[src/rtl/assert_macros.svh]
// Assertion helpers used by the RTL file mcfg_core.sv.
`ifndef ASSERT_MACROS_SVH
`define ASSERT_MACROS_SVH

// Same-cycle implication, checked on every rising edge outside reset.
`define MCFG_ASSERT_NOW(label, clk, rst_n, ante, cons) \
	label: assert property (@(posedge clk) disable iff (!rst_n) (ante) |-> (cons)) \
		else $error("assertion failed");

// Next-cycle implication, checked on every rising edge outside reset.
`define MCFG_ASSERT_NEXT(label, clk, rst_n, ante, cons) \
	label: assert property (@(posedge clk) disable iff (!rst_n) (ante) |=> (cons)) \
		else $error("assertion failed");

`endif

[src/rtl/mcfg_pkg.sv]
`default_nettype none
package mcfg_pkg;

	localparam int MOTOR_COUNT = 12;
	localparam int GROUP_COUNT = 4;
	localparam int ID_W = 4;
	localparam int VALUE_W = 16;
	localparam int GROUP_W = 2;
	localparam int SLOT_W = 2;
	localparam int PAYLOAD_W = 64;

	localparam logic [3:0] FULL_FOUR = 4'hF;
	localparam logic [3:0] FULL_TWO = 4'h3;

	localparam logic [GROUP_W-1:0] GROUP_FRONT = 2'd0;
	localparam logic [GROUP_W-1:0] GROUP_SIDE_A = 2'd1;
	localparam logic [GROUP_W-1:0] GROUP_REAR = 2'd2;
	localparam logic [GROUP_W-1:0] GROUP_SIDE_B = 2'd3;

	typedef struct packed {
		logic [ID_W-1:0] motor_id;
		logic [VALUE_W-1:0] intensity;
	} mcfg_item_t;

	typedef struct packed {
		logic frame_sent;
		logic [GROUP_W-1:0] frame_group;
		logic [PAYLOAD_W-1:0] frame_payload;
		logic bad_id;
	} mcfg_result_t;

	function automatic logic [GROUP_W-1:0] group_of(input logic [ID_W-1:0] id);
		logic [GROUP_W-1:0] g;
		case (id) inside
			[4'd0:4'd3]: g = GROUP_FRONT;
			[4'd4:4'd5]: g = GROUP_SIDE_A;
			[4'd6:4'd9]: g = GROUP_REAR;
			default: g = GROUP_SIDE_B;
		endcase
		return g;
	endfunction

	function automatic logic [ID_W-1:0] group_base(input logic [GROUP_W-1:0] g);
		logic [ID_W-1:0] b;
		case (g)
			GROUP_FRONT: b = 4'd0;
			GROUP_SIDE_A: b = 4'd4;
			GROUP_REAR: b = 4'd6;
			default: b = 4'd10;
		endcase
		return b;
	endfunction

	function automatic logic [3:0] group_full(input logic [GROUP_W-1:0] g);
		logic [3:0] f;
		case (g)
			GROUP_FRONT, GROUP_REAR: f = FULL_FOUR;
			default: f = FULL_TWO;
		endcase
		return f;
	endfunction

endpackage
`default_nettype wire

[src/rtl/motor_command_frame_gatherer.sv]
`default_nettype none
// Gathers signed drive commands for twelve motors in four groups and emits one
// result word per input word, at a sustained rate of one word per clock while
// the output is ready: a word goes through an input register, update and frame
// packing against the per-motor value registers, and an output register.
// Output backpressure stalls the input only once both registers are full. The
// direction mask must be written only while no word is in flight.
module motor_command_frame_gatherer (
	input wire logic clk,
	input wire logic arst_n,
	input wire logic cfg_valid,
	output logic cfg_ready,
	input wire logic [11:0] cfg_data,      // direction_mask
	input wire logic s_axis_tvalid,
	output logic s_axis_tready,
	input wire logic [15:0] s_axis_tdata,  // intensity
	input wire logic [3:0] s_axis_tuser,   // motor_id
	output logic m_axis_tvalid,
	input wire logic m_axis_tready,
	output logic [63:0] m_axis_tdata,      // frame_payload
	output logic [3:0] m_axis_tuser        // frame_sent, frame_group[1:0], bad_id
);
	import mcfg_pkg::*;

	logic [MOTOR_COUNT-1:0] dir_mask_q;
	mcfg_item_t in_item;
	mcfg_item_t item_s1;
	logic item_valid_s1;
	logic advance;
	mcfg_result_t result;
	mcfg_result_t result_q;

	assign cfg_ready = 1'b1;

	always_ff @(posedge clk or negedge arst_n) begin
		if (!arst_n) begin
			dir_mask_q <= '0;
		end else if (cfg_valid) begin
			dir_mask_q <= cfg_data;
		end
	end

	assign in_item.motor_id = s_axis_tuser;
	assign in_item.intensity = s_axis_tdata;

	mcfg_in_stage u_in (
		.clk(clk),
		.arst_n(arst_n),
		.in_valid(s_axis_tvalid),
		.in_ready(s_axis_tready),
		.in_item(in_item),
		.advance(advance),
		.item_valid_s1(item_valid_s1),
		.item_s1(item_s1)
	);

	mcfg_core u_core (
		.clk(clk),
		.arst_n(arst_n),
		.dir_mask(dir_mask_q),
		.fire(item_valid_s1 && advance),
		.item(item_s1),
		.result(result)
	);

	mcfg_out_stage u_out (
		.clk(clk),
		.arst_n(arst_n),
		.load(item_valid_s1),
		.result(result),
		.out_ready(m_axis_tready),
		.out_valid(m_axis_tvalid),
		.advance(advance),
		.result_q(result_q)
	);

	assign m_axis_tdata = result_q.frame_payload;
	assign m_axis_tuser = {result_q.bad_id, result_q.frame_group, result_q.frame_sent};

endmodule
`default_nettype wire

[src/rtl/mcfg_in_stage.sv]
`default_nettype none
module mcfg_in_stage (
	input wire logic clk,
	input wire logic arst_n,
	input wire logic in_valid,
	output logic in_ready,
	input wire mcfg_pkg::mcfg_item_t in_item,
	input wire logic advance,
	output logic item_valid_s1,
	output mcfg_pkg::mcfg_item_t item_s1
);
	import mcfg_pkg::*;

	// A held word leaves whenever the processing stage advances.
	assign in_ready = !item_valid_s1 || advance;

	always_ff @(posedge clk or negedge arst_n) begin
		if (!arst_n) begin
			item_valid_s1 <= 1'b0;
		end else if (in_ready) begin
			item_valid_s1 <= in_valid;
		end
	end

	always_ff @(posedge clk) begin
		if (in_ready && in_valid) begin
			item_s1 <= in_item;
		end
	end

endmodule
`default_nettype wire

[src/rtl/mcfg_core.sv]
`default_nettype none
`include "assert_macros.svh"
module mcfg_core (
	input wire logic clk,
	input wire logic arst_n,
	input wire logic [mcfg_pkg::MOTOR_COUNT-1:0] dir_mask,
	input wire logic fire,
	input wire mcfg_pkg::mcfg_item_t item,
	output mcfg_pkg::mcfg_result_t result
);
	import mcfg_pkg::*;

	logic [VALUE_W-1:0] values_q [MOTOR_COUNT];
	logic [3:0] ready_q [GROUP_COUNT];

	logic id_ok;
	logic [GROUP_W-1:0] grp;
	logic [SLOT_W-1:0] slot;
	logic [3:0] full;
	logic [3:0] rdy_cur;
	logic [3:0] rdy_new;
	logic complete;
	logic [VALUE_W-1:0] v_store;
	logic [VALUE_W-1:0] vals_upd [MOTOR_COUNT];
	logic [PAYLOAD_W-1:0] payload;

	always_comb begin
		id_ok = item.motor_id < ID_W'(MOTOR_COUNT);
		grp = group_of(item.motor_id);
		slot = SLOT_W'(item.motor_id - group_base(grp));
		full = group_full(grp);
		rdy_cur = ready_q[grp];
		// Writing a motor twice before its group is sent forces the frame out.
		rdy_new = rdy_cur[slot] ? full : (rdy_cur | (4'b0001 << slot));
		complete = id_ok && (rdy_new == full);
		v_store = (id_ok && dir_mask[item.motor_id]) ?
			VALUE_W'(16'd0 - item.intensity) : item.intensity;
		for (int i = 0; i < MOTOR_COUNT; i++) begin
			vals_upd[i] = (id_ok && item.motor_id == ID_W'(i)) ? v_store : values_q[i];
		end
		case (grp)
			GROUP_FRONT: payload = {vals_upd[1], vals_upd[0], vals_upd[2], vals_upd[3]};
			GROUP_SIDE_A: payload = {vals_upd[4], vals_upd[5], 32'd0};
			GROUP_REAR: payload = {vals_upd[6], vals_upd[7], vals_upd[8], vals_upd[9]};
			default: payload = {vals_upd[10], vals_upd[11], 32'd0};
		endcase
		result.frame_sent = complete;
		result.frame_group = complete ? grp : '0;
		result.frame_payload = complete ? payload : '0;
		result.bad_id = !id_ok;
	end

	always_ff @(posedge clk or negedge arst_n) begin
		if (!arst_n) begin
			for (int i = 0; i < MOTOR_COUNT; i++) begin
				values_q[i] <= '0;
			end
			for (int g = 0; g < GROUP_COUNT; g++) begin
				ready_q[g] <= '0;
			end
		end else if (fire && id_ok) begin
			for (int i = 0; i < MOTOR_COUNT; i++) begin
				if (complete && group_of(ID_W'(i)) == grp) begin
					values_q[i] <= '0;
				end else begin
					values_q[i] <= vals_upd[i];
				end
			end
			ready_q[grp] <= complete ? 4'd0 : rdy_new;
		end
	end

	`MCFG_ASSERT_NOW(a_sent_not_bad, clk, arst_n, result.bad_id, !result.frame_sent)
	`MCFG_ASSERT_NOW(a_group_zero_idle, clk, arst_n, !result.frame_sent,
		result.frame_group == '0 && result.frame_payload == '0)
	`MCFG_ASSERT_NEXT(a_group_cleared, clk, arst_n, fire && result.frame_sent,
		ready_q[$past(result.frame_group)] == 4'd0)

endmodule
`default_nettype wire

[src/rtl/mcfg_out_stage.sv]
`default_nettype none
module mcfg_out_stage (
	input wire logic clk,
	input wire logic arst_n,
	input wire logic load,
	input wire mcfg_pkg::mcfg_result_t result,
	input wire logic out_ready,
	output logic out_valid,
	output logic advance,
	output mcfg_pkg::mcfg_result_t result_q
);
	import mcfg_pkg::*;

	// The register can take a new word when empty or when its word leaves now.
	assign advance = !out_valid || out_ready;

	always_ff @(posedge clk or negedge arst_n) begin
		if (!arst_n) begin
			out_valid <= 1'b0;
		end else if (advance) begin
			out_valid <= load;
		end
	end

	always_ff @(posedge clk) begin
		if (advance && load) begin
			result_q <= result;
		end
	end

endmodule
`default_nettype wire
[config.mk]
export PLATFORM = sky130hd
export DESIGN_NAME = motor_command_frame_gatherer
export DESIGN_NICKNAME = d
export VERILOG_FILES = /design/src/rtl/mcfg_pkg.sv /design/src/rtl/motor_command_frame_gatherer.sv /design/src/rtl/mcfg_in_stage.sv /design/src/rtl/mcfg_core.sv /design/src/rtl/mcfg_out_stage.sv
export VERILOG_INCLUDE_DIRS = /design/src /design/src/rtl
export SDC_FILE = /design/constraint.sdc
export NUM_CORES = 1
export LEC_CHECK = 0
export ABC_AREA = 1
export BUFFER_PORTS_ARGS = -buffer_cell sky130_fd_sc_hd__buf_4
export CAP_MARGIN = 20
export CORE_MARGIN = 3
export CORE_UTILIZATION = 50
export CTS_CLUSTER_SIZE = 25
export DETAILED_ROUTE_END_ITERATION = 12
export GPL_ROUTABILITY_DRIVEN = 0
export GPL_TIMING_DRIVEN = 0
export MAX_ROUTING_LAYER = met4
export PLACE_DENSITY_LB_ADDON = 0.25
export SYNTH_ARGS = -nofsm -noshare
export SYNTH_HDL_FRONTEND = slang
export SYNTH_SLANG_ARGS = --single-unit
[constraint.sdc]
create_clock -name clk -period 5.85 [get_ports clk]
set_input_delay 0.585 -clock clk [delete_from_list [all_inputs] [get_ports clk]]
set_output_delay 0.585 -clock clk [all_outputs]
set_load 0.05 [all_outputs]
# Yosys cells after proc, flatten, opt, wreduce, memory -nomap -nowiden
# Cells that the tools add are included.
dict set report classes {
  reduce_logical 33
  bitwise_logic 2
  shifts 1
  n_eq_ne 18
  order_cmp 11
  n_addsub 2
  mux 47
}
# op n
set ops {}
lappend ops {{2-to-1 mux 16 bit} 25}
lappend ops {{one-hot mux 64 bit (3 select lines)} 1}
lappend ops {{logical AND 1 bit} 25}
lappend ops {{2-to-1 mux 4 bit} 6}
lappend ops {{bitwise mux 16 bit} 1}
lappend ops {{equality test 4 x 3 -> 1 bit (second input constant)} 4}
lappend ops {{equality test 4 bit (second input constant)} 4}
lappend ops {{subtractor 1 x 16 -> 16 bit (first input constant)} 1}
lappend ops {{2-to-1 mux 2 bit} 6}
lappend ops {{binary-select mux 4 bit (select 2 bit)} 1}
lappend ops {{demux 4 bit (select 2 bit)} 1}
lappend ops {{equality test 2 bit} 4}
lappend ops {{equality test 4 x 2 -> 1 bit (second input constant)} 2}
lappend ops {{greater-or-equal comparator 4 x 3 -> 1 bit (second input constant)} 2}
lappend ops {{one-hot mux 2 bit (3 select lines)} 1}
lappend ops {{less-than comparator 4 x 5 -> 1 bit (second input constant)} 1}
lappend ops {{binary-select mux 1 bit (select 4 bit)} 1}
lappend ops {{equality test 4 x 1 -> 1 bit (second input constant)} 1}
lappend ops {{equality test 4 bit} 1}
lappend ops {{greater-or-equal comparator 4 x 1 -> 1 bit (second input constant)} 1}
lappend ops {{<= comparator 4 x 2 -> 1 bit (second input constant)} 1}
lappend ops {{<= comparator 4 x 3 -> 1 bit (second input constant)} 1}
lappend ops {{<= comparator 4 bit (second input constant)} 1}
lappend ops {{zero test 4 bit} 1}
lappend ops {{other kinds (16)} 21}
dict set report word_totals {
  out_inout_bits 71
  ff_bits 310
  elab_cells 139
  input_bits 37
}

# Depth between registers and ports, before layout
# Gate-level depths: netlist of run 1.
dict set report depth {
  ltp_word 16
  ltp_mapped 17
  depth_no_buf 14
}

# Hierarchy
# A second synthesis of run 1 with hierarchy kept.
dict set report hier_totals {
  hier_cells 2403
  hier_area_um2 17107.7
}
# module area_each_um2 instances cells_per_inst seq_area_each_um2
set by_module_without_submodules {}
lappend by_module_without_submodules {mcfg_core 13898.3 1 2248 5205.0}
lappend by_module_without_submodules {mcfg_out_stage 2087.0 1 74 2067.0}
lappend by_module_without_submodules {mcfg_in_stage 645.6 1 26 625.6}
lappend by_module_without_submodules {motor_command_frame_gatherer 476.7 1 55 300.3}

# Worst setup path after synthesis of run 1
# OpenSTA, ideal clock, no wires.
dict set report synth_path {
  path_kind {flip-flop to flip-flop}
  from {register u_out.out_valid}
  to {register u_out.result_q[0] (netlist name)}
  n_path_buf 0
  path_slack_ns 3.262
  required_ns 5.428
  arrival_time_ns 2.166
  synth_period_minus_slack_ns 2.588
  stages_incl_launch_ff 4
  setup_ns 0.422
  path_cell_list {dfrtp_1 nand2_1 nand2_1 inv_1}
}
dict set report synth_between {
  elab_chain_len 3
}
# element line_no
set synth_lines {}
lappend synth_lines {{start, declared} mcfg_out_stage.sv:8} ;# output logic out_valid,
lappend synth_lines {{start signal, assigned} mcfg_out_stage.sv:21} ;# out_valid <= load;
lappend synth_lines {{zero test 1 bit} mcfg_out_stage.sv:15} ;# assign advance = !out_valid || out_ready;
lappend synth_lines {{logical OR 1 bit} mcfg_out_stage.sv:15}
lappend synth_lines {{logical AND 1 bit} -}
lappend synth_lines {{net u_core.fire} mcfg_core.sv:7} ;# input wire logic fire,
# The timed path passes the listed nets, and every way through them passes these cells.
# A chain may end at the register's enable or synchronous reset.

# Worst setup path after layout of run 1
dict set report layout_path {
  from {register u_in.item_s1[0] (netlist name)}
  to {register u_out.result_q[57] (netlist name)}
}
dict set report layout_between {
  elab_chain_len 4
  elab_cells_between_ends 7
  cone_classes {1 x add/sub; 6 x mux}
}
# element line_no
set layout_lines {}
lappend layout_lines {{subtractor 1 x 16 -> 16 bit *} mcfg_core.sv:37} ;# VALUE_W'(16'd0 - item.intensity) : item.intensity;
lappend layout_lines {{2-to-1 mux 16 bit *} mcfg_core.sv:36} ;# v_store = (id_ok && dir_mask[item.motor_id]) ?
lappend layout_lines {{2-to-1 mux 16 bit} mcfg_core.sv:39} ;# vals_upd[i] = (id_ok && item.motor_id == ID_W'(i)) ? v_store : values_q[i];
lappend layout_lines {{one-hot mux 64 bit (3 select lines) *} mcfg_core.sv:41} ;# case (grp)
# Mark *: on every way between the ends. The rest lies on a longest branch, timed or not.

==> reports/qor.yml, run 1 <==
timing.final.crit_share: 0.725
fillers: 3116
die_width_um: 192
cap_violations: 0
power.leakage_nw: 9.88
max_slew.worst_pin.slew_ns: 1.27
synth_fa_ha_area_frac: 0.000722
dp_hpwl_um: 38000
finalHoldWorstSlack_ns: 0.0406
tritoncts: "built"
combinational_family_with_the_most_area_after_synthesis: "simple AND/OR/NAND/NOR gates"
timing.clock.skew_ns: 0.0202
setup_slack_of_the_critical_path_after_layout_ns: 1.61
area_growth_pct: 15.4
worst_ir_drop_on_vdd_mv: 0.282
finalWorstPathRequiredPeriod_ns: 4.24
avgSynthCellArea_um2: 7.03
grt_setup_unrepaired: "false"
design_area_final_um2: 20000
yosysUniqueCellTypes: 31
critPathMaxFanout: 10
wire_per_inst_um: 17.6
total_die_area_um2: 36900
route.vias.total: 16992
grt_pass1_wl_um: 85300
max-slew-margin-rel: 0.155
via_count_of_the_first_global_routing_pass: 15726
post_synth_inst_count: 2464
layout.nets: 2648
drt_wl_total_um: 54400
drc: 0
synthMuxAreaShare: 0.00390
cts.path.max_buffers: 3
chipHeight_um: 192
vias_per_cell: 5.50
core_um2: 33900
total_power_mw: 9.37
synth_fp_nets: 2502
cts_setup_buffers: 0
report.final.slew_viol_count: 0
netlist.top_cell.by_area: "sky130_fd_sc_hd__dfrtp_1"
pwr_density_cell_nw_per_um2: 469
overall_global_routing_usage: 0.303
yosysSeqAreaShare: 0.473
grt_start_max_net_pins: 85
synthesis.yosys.warnings: 0
post_place_setup_slack_ns: 1.82
postRouteAntennaNets: 0
cts_hold_buffers: 0
criticalPathCategory: "register to register"
run_status: "completed"
inserted_clock_buffers: 36
ys_top_cells_by_area: "sky130_fd_sc_hd__dfrtp_1 (32%), sky130_fd_sc_hd__nand2_1 (23%), sky130_fd_sc_hd__edfxtp_1 (15%), sky130_fd_sc_hd__nor2_1 (7.9%), sky130_fd_sc_hd__nand3_1 (5.9%)"
synthesis.area_um2: 17300
critPathLaunchType: "register"
clock_insertion_delay_worst_skew_ns: 0.54
floorplan.rows: 67
fin_setup_tns_ns: 0
detail_route.iter0.violations: 2000
grt_remaining_overflow: 0
worst_setup_path_end_kind: "register"
drive_above_1_share: 0.134
final-setup-viol-count: 0
total_of_flip_flops_plus_latches_after_synthesis: 310
design.portCount: 108
antenna_found_initial: 0
synth_compound_gate_area_share: 0.0274
cts.clk_slew.worst_paths_ns: 0.06
clock_sinks: 310
detailedRoute.firstPassIterationCount: 9
clock.fmax_ghz: 0.236
hold_viol: 0
cts_htree_levels: 2
hold_path_class: "input pin to asynchronous set/reset pin"
cts_root_buffer: "sky130_fd_sc_hd__clkbuf_16"
placement.cell_area_um2: 18800
initial_utilization: 0.512
netlist.area_leader.share: 0.321
required_time_of_the_critical_path_ns: 6.12
cts.repair.resized: 0
synthSimpleGateAreaFrac: 0.436
synth_xor_xnor_area_share: 0.00354
worstPathArrival_ns: 4.51
buffer_ports.inserted: 105
-- synthesized netlist by cell type (all sizes together) --
cell type / n
dfrtp: 222
and2: 27
nor4: 1
mux2: 6
ha: 1
or2: 120
nand2: 1051
nor2: 369
o22ai: 3
edfxtp: 88
buf: 54
inv: 88
nor3: 4
a21oi: 30
nand3b: 4
nand4: 24
clkbuf: 97
conb: 1
xor2: 7
nand3: 206
o21ai: 61
-- metal layers --
metal | global-route usage | vias up | wire length (um) | share of wire
met5 | - | - | 0 | 0
met4 | 0.124 | 0 | 2400 | 0.044
met3 | 0.0458 | 173 | 4590 | 0.084
met2 | 0.462 | 840 | 24500 | 0.45
met1 | 0.408 | 7976 | 22900 | 0.42
li1 | - | 8003 | - | -
-- worst max-delay path, stage by stage (launching register included) --
cell                       delay (ns)
sky130_fd_sc_hd__edfxtp_1        0.35
sky130_fd_sc_hd__inv_1           0.24
sky130_fd_sc_hd__clkbuf_1        0.55
sky130_fd_sc_hd__ha_1            0.32
sky130_fd_sc_hd__nand3_1         0.17
sky130_fd_sc_hd__nor2_1          0.27
sky130_fd_sc_hd__xor2_1          0.17
sky130_fd_sc_hd__nand2_1         0.07
sky130_fd_sc_hd__nand2_1         0.19
sky130_fd_sc_hd__clkbuf_1        0.96
sky130_fd_sc_hd__nand2_1         0.16
sky130_fd_sc_hd__nand3_1         0.18
sky130_fd_sc_hd__nand3_1         0.13
sky130_fd_sc_hd__nor2_1          0.13
sky130_fd_sc_hd__nor2_1          0.06
-- kinds of logic after synthesis --
family,Yosys count
AND/OR/NAND/NOR,1806
other,1
AO/OA/AOI/OAI,94
multiplexers,6
adder cells (fa/ha/maj),1
XOR/XNOR,7
flip-flops,310
buffers and inverters,239
-- layout make-up --
cell class / count / area, um2 / share of cell area
Tap cell: 448 / 561 / 0.0280
Inverter: 88 / 330 / 0.0165
Multi-Input combinational cell: 1915 / 8180 / 0.409
Buffer: 151 / 624 / 0.0312
Sequential cell: 310 / 8200 / 0.410
Antenna cell: 2 / 5.00 / 0.000250
Timing Repair Buffer: 108 / 871 / 0.0435
Clock buffer: 44 / 972 / 0.0486
Clock inverter: 22 / 259 / 0.0129
-- power breakdown --
| part | internal [mW] | switching, mW | total [mW] |
|---|---|---|---|
| Sequential | 3.08 | 0.418 | 3.50 |
| Combinational | 1.24 | 2.27 | 3.51 |
| Clock | 1.41 | 0.952 | 2.37 |
| Total | 5.73 | 3.64 | 9.37 |
-- final timing paths --
kind | slack, ns | depth (start not counted) | startpoint | to
max | 1.61 | 14 | u_in.item_s1[0]$_DFFE_PP_ | u_out.result_q[57]$_SDFFCE_PN0P_
min | 0.04 | 1 | arst_n | u_core.values_q[24]$_DFFE_PN0P_
max reg2reg | 1.61 | 14 | u_in.item_s1[0]$_DFFE_PP_ | u_out.result_q[57]$_SDFFCE_PN0P_
min reg2reg | 0.47 | 2 | u_core.values_q[104]$_DFFE_PN0P_ | u_core.values_q[104]$_DFFE_PN0P_
max in group asynchronous | 4.93 | 2 | arst_n | u_core.ready_q[15]$_DFFE_PN0P_
min in group clk | 0.22 | 1 | s_axis_tdata[6] | u_in.item_s1[6]$_DFFE_PP_
-- cell usage in the layout, fill, tap and decap left out, types with 37 or more instances in the layout --
cell                        Yosys  routed
sky130_fd_sc_hd__buf_4          1     105
sky130_fd_sc_hd__inv_1         84      83
sky130_fd_sc_hd__edfxtp_1      88      88
sky130_fd_sc_hd__clkbuf_16      0      37
sky130_fd_sc_hd__o21ai_0       59      59
sky130_fd_sc_hd__nand2_1     1050    1050
sky130_fd_sc_hd__nor2_1       366     366
sky130_fd_sc_hd__dfrtp_1      222     222
sky130_fd_sc_hd__clkbuf_1      97     102
sky130_fd_sc_hd__nand3_1      204     204
sky130_fd_sc_hd__buf_2         43      43
sky130_fd_sc_hd__or2_2        120     120
-- flip-flops by register name (all words and copies together), names as in the netlist --
name and flops:
u_core.values_q 192, u_out.result_q 68, u_in.item_s1 20, u_core.ready_q 16
dir_mask_q 12, u_in.item_valid_s1 1, u_out.out_valid 1
-- per-stage QoR --
stage	std cells	util
6_report	3088	0.591
3_5_place_dp	3020	0.554
4_1_cts	3086	0.590
2_1_floorplan	2464	-
5_1_grt	3086	0.590
3_3_place_gp	3017	0.552
No activity file was read; power rests on OpenSTA's default activity.
==> run 2: changes to the inputs <==
Clock period 5.85 ns to 4.14 ns, I/O delays scaled along.
==> run 2 against run 1 <==
Against the previous run:
- routed wire length down 0.29%
- register-to-register slack worse by 1.5 ns
- sequential cell count unchanged
- via count down 0.38%
- hold slack better by 0.014 ns
- clock power up 41%
- sequential power up 41%
- clock skew down 0.0016 ns
- critical path depth up 1
- worst setup slack worse by 1.5 ns
- largest cell class unchanged
==> reports/qor.yml, run 2 (same netlist as run 1, synthesis figures left out) <==
die_width_um: 192
cap_violations: 0
worst_ir_drop_on_vdd_mv: 0.399
timing.final.crit_share: 0.967
clock.fmax_ghz: 0.250
wl_met3_um: 4820
grt_setup_unrepaired: "false"
floorplan.rows: 67
instance_count_along_the_most_critical_hold_path: 1
worst_setup_path_end_kind: "register"
largest_register: "u_core.values_q"
report.final.slew_viol_count: 0
area_growth_pct: 15.4
max-slew-margin-rel: 0.274
final-setup-viol-count: 0
detailedRoute.firstPassIterationCount: 6
hold_viol: 0
final_common_cell: "sky130_fd_sc_hd__nand2_1"
power.leakage_nw: 9.89
buffer_ports.inserted: 105
diodes: 0
worstReg2RegEnd: "u_out.result_q[59]$_SDFFCE_PN0P_"
layout.core_utilization: 0.591
layout_top_registers: "u_core.values_q x192, u_out.result_q x68, u_in.item_s1 x20"
finalWorstPathRequiredPeriod_ns: 4.00
cts.path.max_buffers: 3
cts.clk_slew.worst_paths_ns: 0.06
antenna_found_initial: 0
dp_hpwl_um: 38000
run_status: "completed"
detail_route.iter0.violations: 2082
cts_htree_levels: 2
hold_path_class: "input pin to register"
vias_per_cell: 5.48
cp_buf_inv_count: 3
postRouteAntennaNets: 0
critPathMaxFanout: 10
grt_remaining_overflow: 0
layout.nets: 2649
r2r_setup_slack_ns: 0.14
pwr_density_cell_nw_per_um2: 661
required_time_of_the_critical_path_ns: 4.40
clock_insertion_delay_worst_skew_ns: 0.53
inserted_clock_buffers: 36
critical-path-slowest-cell: "sky130_fd_sc_hd__clkbuf_1"
series_of_cell_instances_along_the_critical_path: "inv_1 > clkbuf_1 > ha_1 > nand3_1 > nor2_1 > nand3_1 > nand2_1 > nand2_1 > nand2_1 > clkbuf_1 > nand2_1 > nand3_1 > nand3_1 > nor2_1 > nor2_1"
wire_length_on_met2_um: 24300
timing.clock.skew_ns: 0.0186
route.vias.total: 16928
design.portCount: 108
via_count_of_the_first_global_routing_pass: 15727
grt_pass1_wl_um: 85300
drc: 0
fin_setup_tns_ns: 0
drive_above_1_share: 0.135
cts_root_buffer: "sky130_fd_sc_hd__clkbuf_16"
layout.cells.most_common_list: "sky130_fd_sc_hd__nand2_1 (1050), sky130_fd_sc_hd__nor2_1 (366), sky130_fd_sc_hd__dfrtp_1 (222)"
detail_route.wirelength.met1_um: 22600
max_slew.worst_pin.slew_ns: 1.09
tritoncts: "built"
routed.top_layer: "met4"
grt_start_max_net_pins: 85
criticalPathCategory: "register to register"
total_die_area_um2: 36900
core_um2: 33900
holdCritStartpoint: "s_axis_tdata[8]"
worst_path_top_cell_family_by_delay: "buffers and inverters"
reg2regPathDepth: 15
wire_per_inst_um: 17.6
clock_sinks: 310
worstPathArrival_ns: 4.27
chipHeight_um: 192
critPathLaunchType: "register"
whs_endpoint: "u_in.item_s1[8]$_DFFE_PP_"
initial_utilization: 0.512
drt_wl_total_um: 54200
cts_setup_buffers: 0
crit_path_max_incr_delay_ns: 0.75
number_of_flip_flops_under_the_largest_register_name: 192
overall_global_routing_usage: 0.303
timing.rr.start: "u_in.item_s1[0]$_DFFE_PP_"
==> run 2: changes by cell type in the layout (fill, tap and decap cells not counted) <==
cell / delta
sky130_fd_sc_hd__clkbuf_1: -1
sky130_fd_sc_hd__diode_2: -2
sky130_fd_sc_hd__clkbuf_2: +1
sky130_fd_sc_hd__dlygate4sd3_1: +1
==> run 2: layer usage <==
| metal | up-vias | track usage |
|---|---|---|
| li1 | 8004 | - |
| met1 | 7898 | 0.408 |
| met2 | 848 | 0.462 |
| met3 | 178 | 0.0458 |
| met4 | 0 | 0.124 |
| met5 | - | - |
==> run 2: worst register-to-register path, stage by stage (launching register included) <==
cell and delay, ns:
sky130_fd_sc_hd__edfxtp_1 0.35, sky130_fd_sc_hd__inv_1 0.23, sky130_fd_sc_hd__clkbuf_1 0.54, sky130_fd_sc_hd__ha_1 0.32, sky130_fd_sc_hd__nand3_1 0.17, sky130_fd_sc_hd__nor2_1 0.27
sky130_fd_sc_hd__nand3_1 0.10, sky130_fd_sc_hd__nand2_1 0.08, sky130_fd_sc_hd__nand2_1 0.06, sky130_fd_sc_hd__nand2_1 0.20, sky130_fd_sc_hd__clkbuf_1 0.75, sky130_fd_sc_hd__nand2_1 0.17
sky130_fd_sc_hd__nand3_1 0.18, sky130_fd_sc_hd__nand3_1 0.13, sky130_fd_sc_hd__nor2_1 0.12, sky130_fd_sc_hd__nor2_1 0.05
==> run 2: final cells by class <==
class	instances	area, um2
Inverter	88	330
Sequential cell	310	8200
Multi-Input combinational cell	1915	8180
Clock inverter	22	259
Buffer	151	626
Fill cell	3120	13900
Clock buffer	44	972
Timing Repair Buffer	109	881
Tap cell	448	561
==> run 2: stage by stage <==
step | total power, mW | setup slack [ns] | cell area [um2] | hold WS, ns | std cells
CTS | 13.2 | 0.0942 | 20000 | 0.0452 | 3087
floorplan | 8.42 | 1.55 | 17300 | 0.118 | 2464
global route | 14.0 | 0.0282 | 20000 | 0.0481 | 3087
detailed placement | 9.78 | 0.113 | 18800 | 0.443 | 3020
finish | 13.2 | 0.137 | 20000 | 0.0547 | 3087
global placement | 9.59 | 0.132 | 18700 | 0.453 | 3017
==> run 2: repair_timing <==
action                                 in CTS  in global routing
setup endpoints to repair                   0                  2
resized for setup                           0                  3
hold buffers                                1                  0
endpoints found under the hold margin      68                  0
==> run 2: how the worst max path moves through the flow <==
stage / slack [ns] / cells past startpoint / end / from
after floorplan: 1.55 / 3 / u_out.result_q[0]$_DFFE_PP_ / u_out.out_valid$_DFFE_PN0P_
after global placement: 0.13 / 14 / u_out.result_q[57]$_SDFFCE_PN0P_ / u_in.item_s1[0]$_DFFE_PP_
after detailed placement: 0.11 / 14 / u_out.result_q[57]$_SDFFCE_PN0P_ / u_in.item_s1[0]$_DFFE_PP_
after CTS: 0.09 / 14 / u_out.result_q[57]$_SDFFCE_PN0P_ / u_in.item_s1[0]$_DFFE_PP_
after global routing: 0.03 / 15 / u_out.result_q[59]$_SDFFCE_PN0P_ / u_in.item_s1[0]$_DFFE_PP_
final: 0.14 / 15 / u_out.result_q[59]$_SDFFCE_PN0P_ / u_in.item_s1[0]$_DFFE_PP_
==> run 2: power by group <==
group	total [mW]	internal, mW	switching, mW
Sequential	4.94	4.35	0.590
Combinational	4.95	1.75	3.21
Clock	3.34	2.00	1.34
Total	13.2	8.10	5.14
==> run 3: changes to the inputs <==
Settings changed: CAP_MARGIN 20 to 0, CTS_BUF_LIST set to sky130_fd_sc_hd__clkbuf_16.
==> run 3 against run 2 <==
Against the previous run:
- sequential cell count unchanged
- register-to-register slack about the same
- combinational power about the same
- hold slack better by 0.0017 ns
- global-route usage about the same
- largest power group unchanged
==> reports/qor.yml, run 3 (same netlist as run 1, synthesis figures left out) <==
via_count_of_the_first_global_routing_pass: 15739
placement.cell_area_um2: 18800
fin_setup_tns_ns: 0
drc: 0
chipHeight_um: 192
layout_top_registers: "u_core.values_q x192, u_out.result_q x68, u_in.item_s1 x20"
final-setup-viol-count: 0
crit_start: "u_in.item_s1[0]$_DFFE_PP_"
clock_sinks: 310
initial_utilization: 0.512
finalWorstPathRequiredPeriod_ns: 4.00
timing.final.crit_share: 0.966
hold_path_class: "input pin to register"
critPathLaunchType: "register"
grt_start_max_net_pins: 85
worst_setup_path_end_kind: "register"
die_width_um: 192
setup_slack_of_the_critical_path_after_layout_ns: 0.142
clock_insertion_delay_worst_skew_ns: 0.53
drive_above_1_share: 0.134
max-slew-margin-rel: 0.275
cts_root_buffer: "sky130_fd_sc_hd__clkbuf_16"
layout.nets: 2649
holdCritStartpoint: "s_axis_tdata[6]"
design.portCount: 108
power.leakage_nw: 9.90
vias_per_cell: 5.48
clock.fmax_ghz: 0.250
largest_register: "u_core.values_q"
max_slew.worst_pin.slew_ns: 1.09
area_growth_pct: 15.3
criticalPathCategory: "register to register"
cts.clk_slew.worst_paths_ns: 0.06
diodes: 0
grt_setup_unrepaired: "false"
finalHoldWorstSlack_ns: 0.0564
report.final.slew_viol_count: 0
wire_per_inst_um: 17.6
timing.rr.start: "u_in.item_s1[0]$_DFFE_PP_"
worstPathArrival_ns: 4.26
buffer_ports.inserted: 105
number_of_flip_flops_under_the_largest_register_name: 192
core_um2: 33900
route.vias.total: 16921
total_die_area_um2: 36900
cts_htree_levels: 2
layout.cells.most_common_list: "sky130_fd_sc_hd__nand2_1 (1050), sky130_fd_sc_hd__nor2_1 (366), sky130_fd_sc_hd__dfrtp_1 (222)"
overall_global_routing_usage: 0.303
grt_remaining_overflow: 0
final_common_cell: "sky130_fd_sc_hd__nand2_1"
cts_setup_buffers: 0
detailedRoute.firstPassIterationCount: 7
critPathMaxFanout: 10
post_place_setup_slack_ns: 0.113
cap_violations: 0
total_power_mw: 13.2
design_area_final_um2: 20000
required_time_of_the_critical_path_ns: 4.40
timing.clock.skew_ns: 0.0165
grt_pass1_wl_um: 85300
tritoncts: "built"
pwr_density_cell_nw_per_um2: 659
worst_ir_drop_on_vdd_mv: 0.397
detail_route.iter0.violations: 2017
inserted_clock_buffers: 36
antenna_found_initial: 0
hold_viol: 0
postRouteAntennaNets: 0
dp_hpwl_um: 38000
floorplan.rows: 67
cts.path.max_buffers: 3
drt_wl_total_um: 54300
run_status: "completed"
run 3: cell count changes in the layout (fill, tap and decap cells not counted):
cell                       delta
sky130_fd_sc_hd__clkbuf_1     -5
sky130_fd_sc_hd__clkbuf_8     -2
sky130_fd_sc_hd__clkinv_1     +2
sky130_fd_sc_hd__inv_1        +5
run 3: stage by stage:
stage | instances | utilization
2_1_floorplan | 2464 | -
3_3_place_gp | 3017 | 0.552
3_5_place_dp | 3020 | 0.554
4_1_cts | 3087 | 0.590
5_1_grt | 3087 | 0.590
6_report | 3087 | 0.590
run 3: routing by layer:
metal	routed length, um	track usage
met5	0	-
met4	2530	0.124
met3	4910	0.0458
met2	24300	0.462
met1	22600	0.407
run 3: layout make-up:
cell class,count,area (um2)
fill,3122,13900
sequential,310,8200
multi-input combinational,1915,8180
clock buffer,37,926
timing repair buffer,109,881
buffer,151,626
tap,448,561
inverter,88,330
clock inverter,29,285
run 3: final timing paths:
check                      slack, ns                                to  depth (start not counted)
setup / recovery                0.14  u_out.result_q[59]$_SDFFCE_PN0P_                         15
hold / removal                  0.06         u_in.item_s1[6]$_DFFE_PP_                          1
setup reg to reg                0.14  u_out.result_q[59]$_SDFFCE_PN0P_                         15
hold reg to reg                 0.47  u_core.values_q[104]$_DFFE_PN0P_                          2
max in group asynchronous       2.80    u_core.ready_q[12]$_DFFE_PN0P_                          3
min in group asynchronous       0.46   u_core.values_q[24]$_DFFE_PN0P_                          2
run 3: worst max-delay path, stage by stage (launching register included):
cell and delay, ns:
sky130_fd_sc_hd__edfxtp_1 0.35, sky130_fd_sc_hd__inv_1 0.23, sky130_fd_sc_hd__clkbuf_1 0.55, sky130_fd_sc_hd__ha_1 0.32
sky130_fd_sc_hd__nand3_1 0.18, sky130_fd_sc_hd__nor2_1 0.27, sky130_fd_sc_hd__nand3_1 0.10, sky130_fd_sc_hd__nand2_1 0.08
sky130_fd_sc_hd__nand2_1 0.06, sky130_fd_sc_hd__nand2_1 0.19, sky130_fd_sc_hd__clkbuf_1 0.75, sky130_fd_sc_hd__nand2_1 0.16
sky130_fd_sc_hd__nand3_1 0.18, sky130_fd_sc_hd__nand3_1 0.13, sky130_fd_sc_hd__nor2_1 0.12, sky130_fd_sc_hd__nor2_1 0.05
run 3: power by group:
part / internal [mW] / total [mW] / switching, mW
Sequential: 4.35 / 4.94 / 0.588
Clock: 1.95 / 3.28 / 1.33
Combinational: 1.75 / 4.96 / 3.21
run 3: timing repair:
item,4_1_cts,5_1_grt
hold endpoints to repair,68,0
gates resized for setup,0,3
endpoints found under the setup margin,0,2
hold buffers,1,0
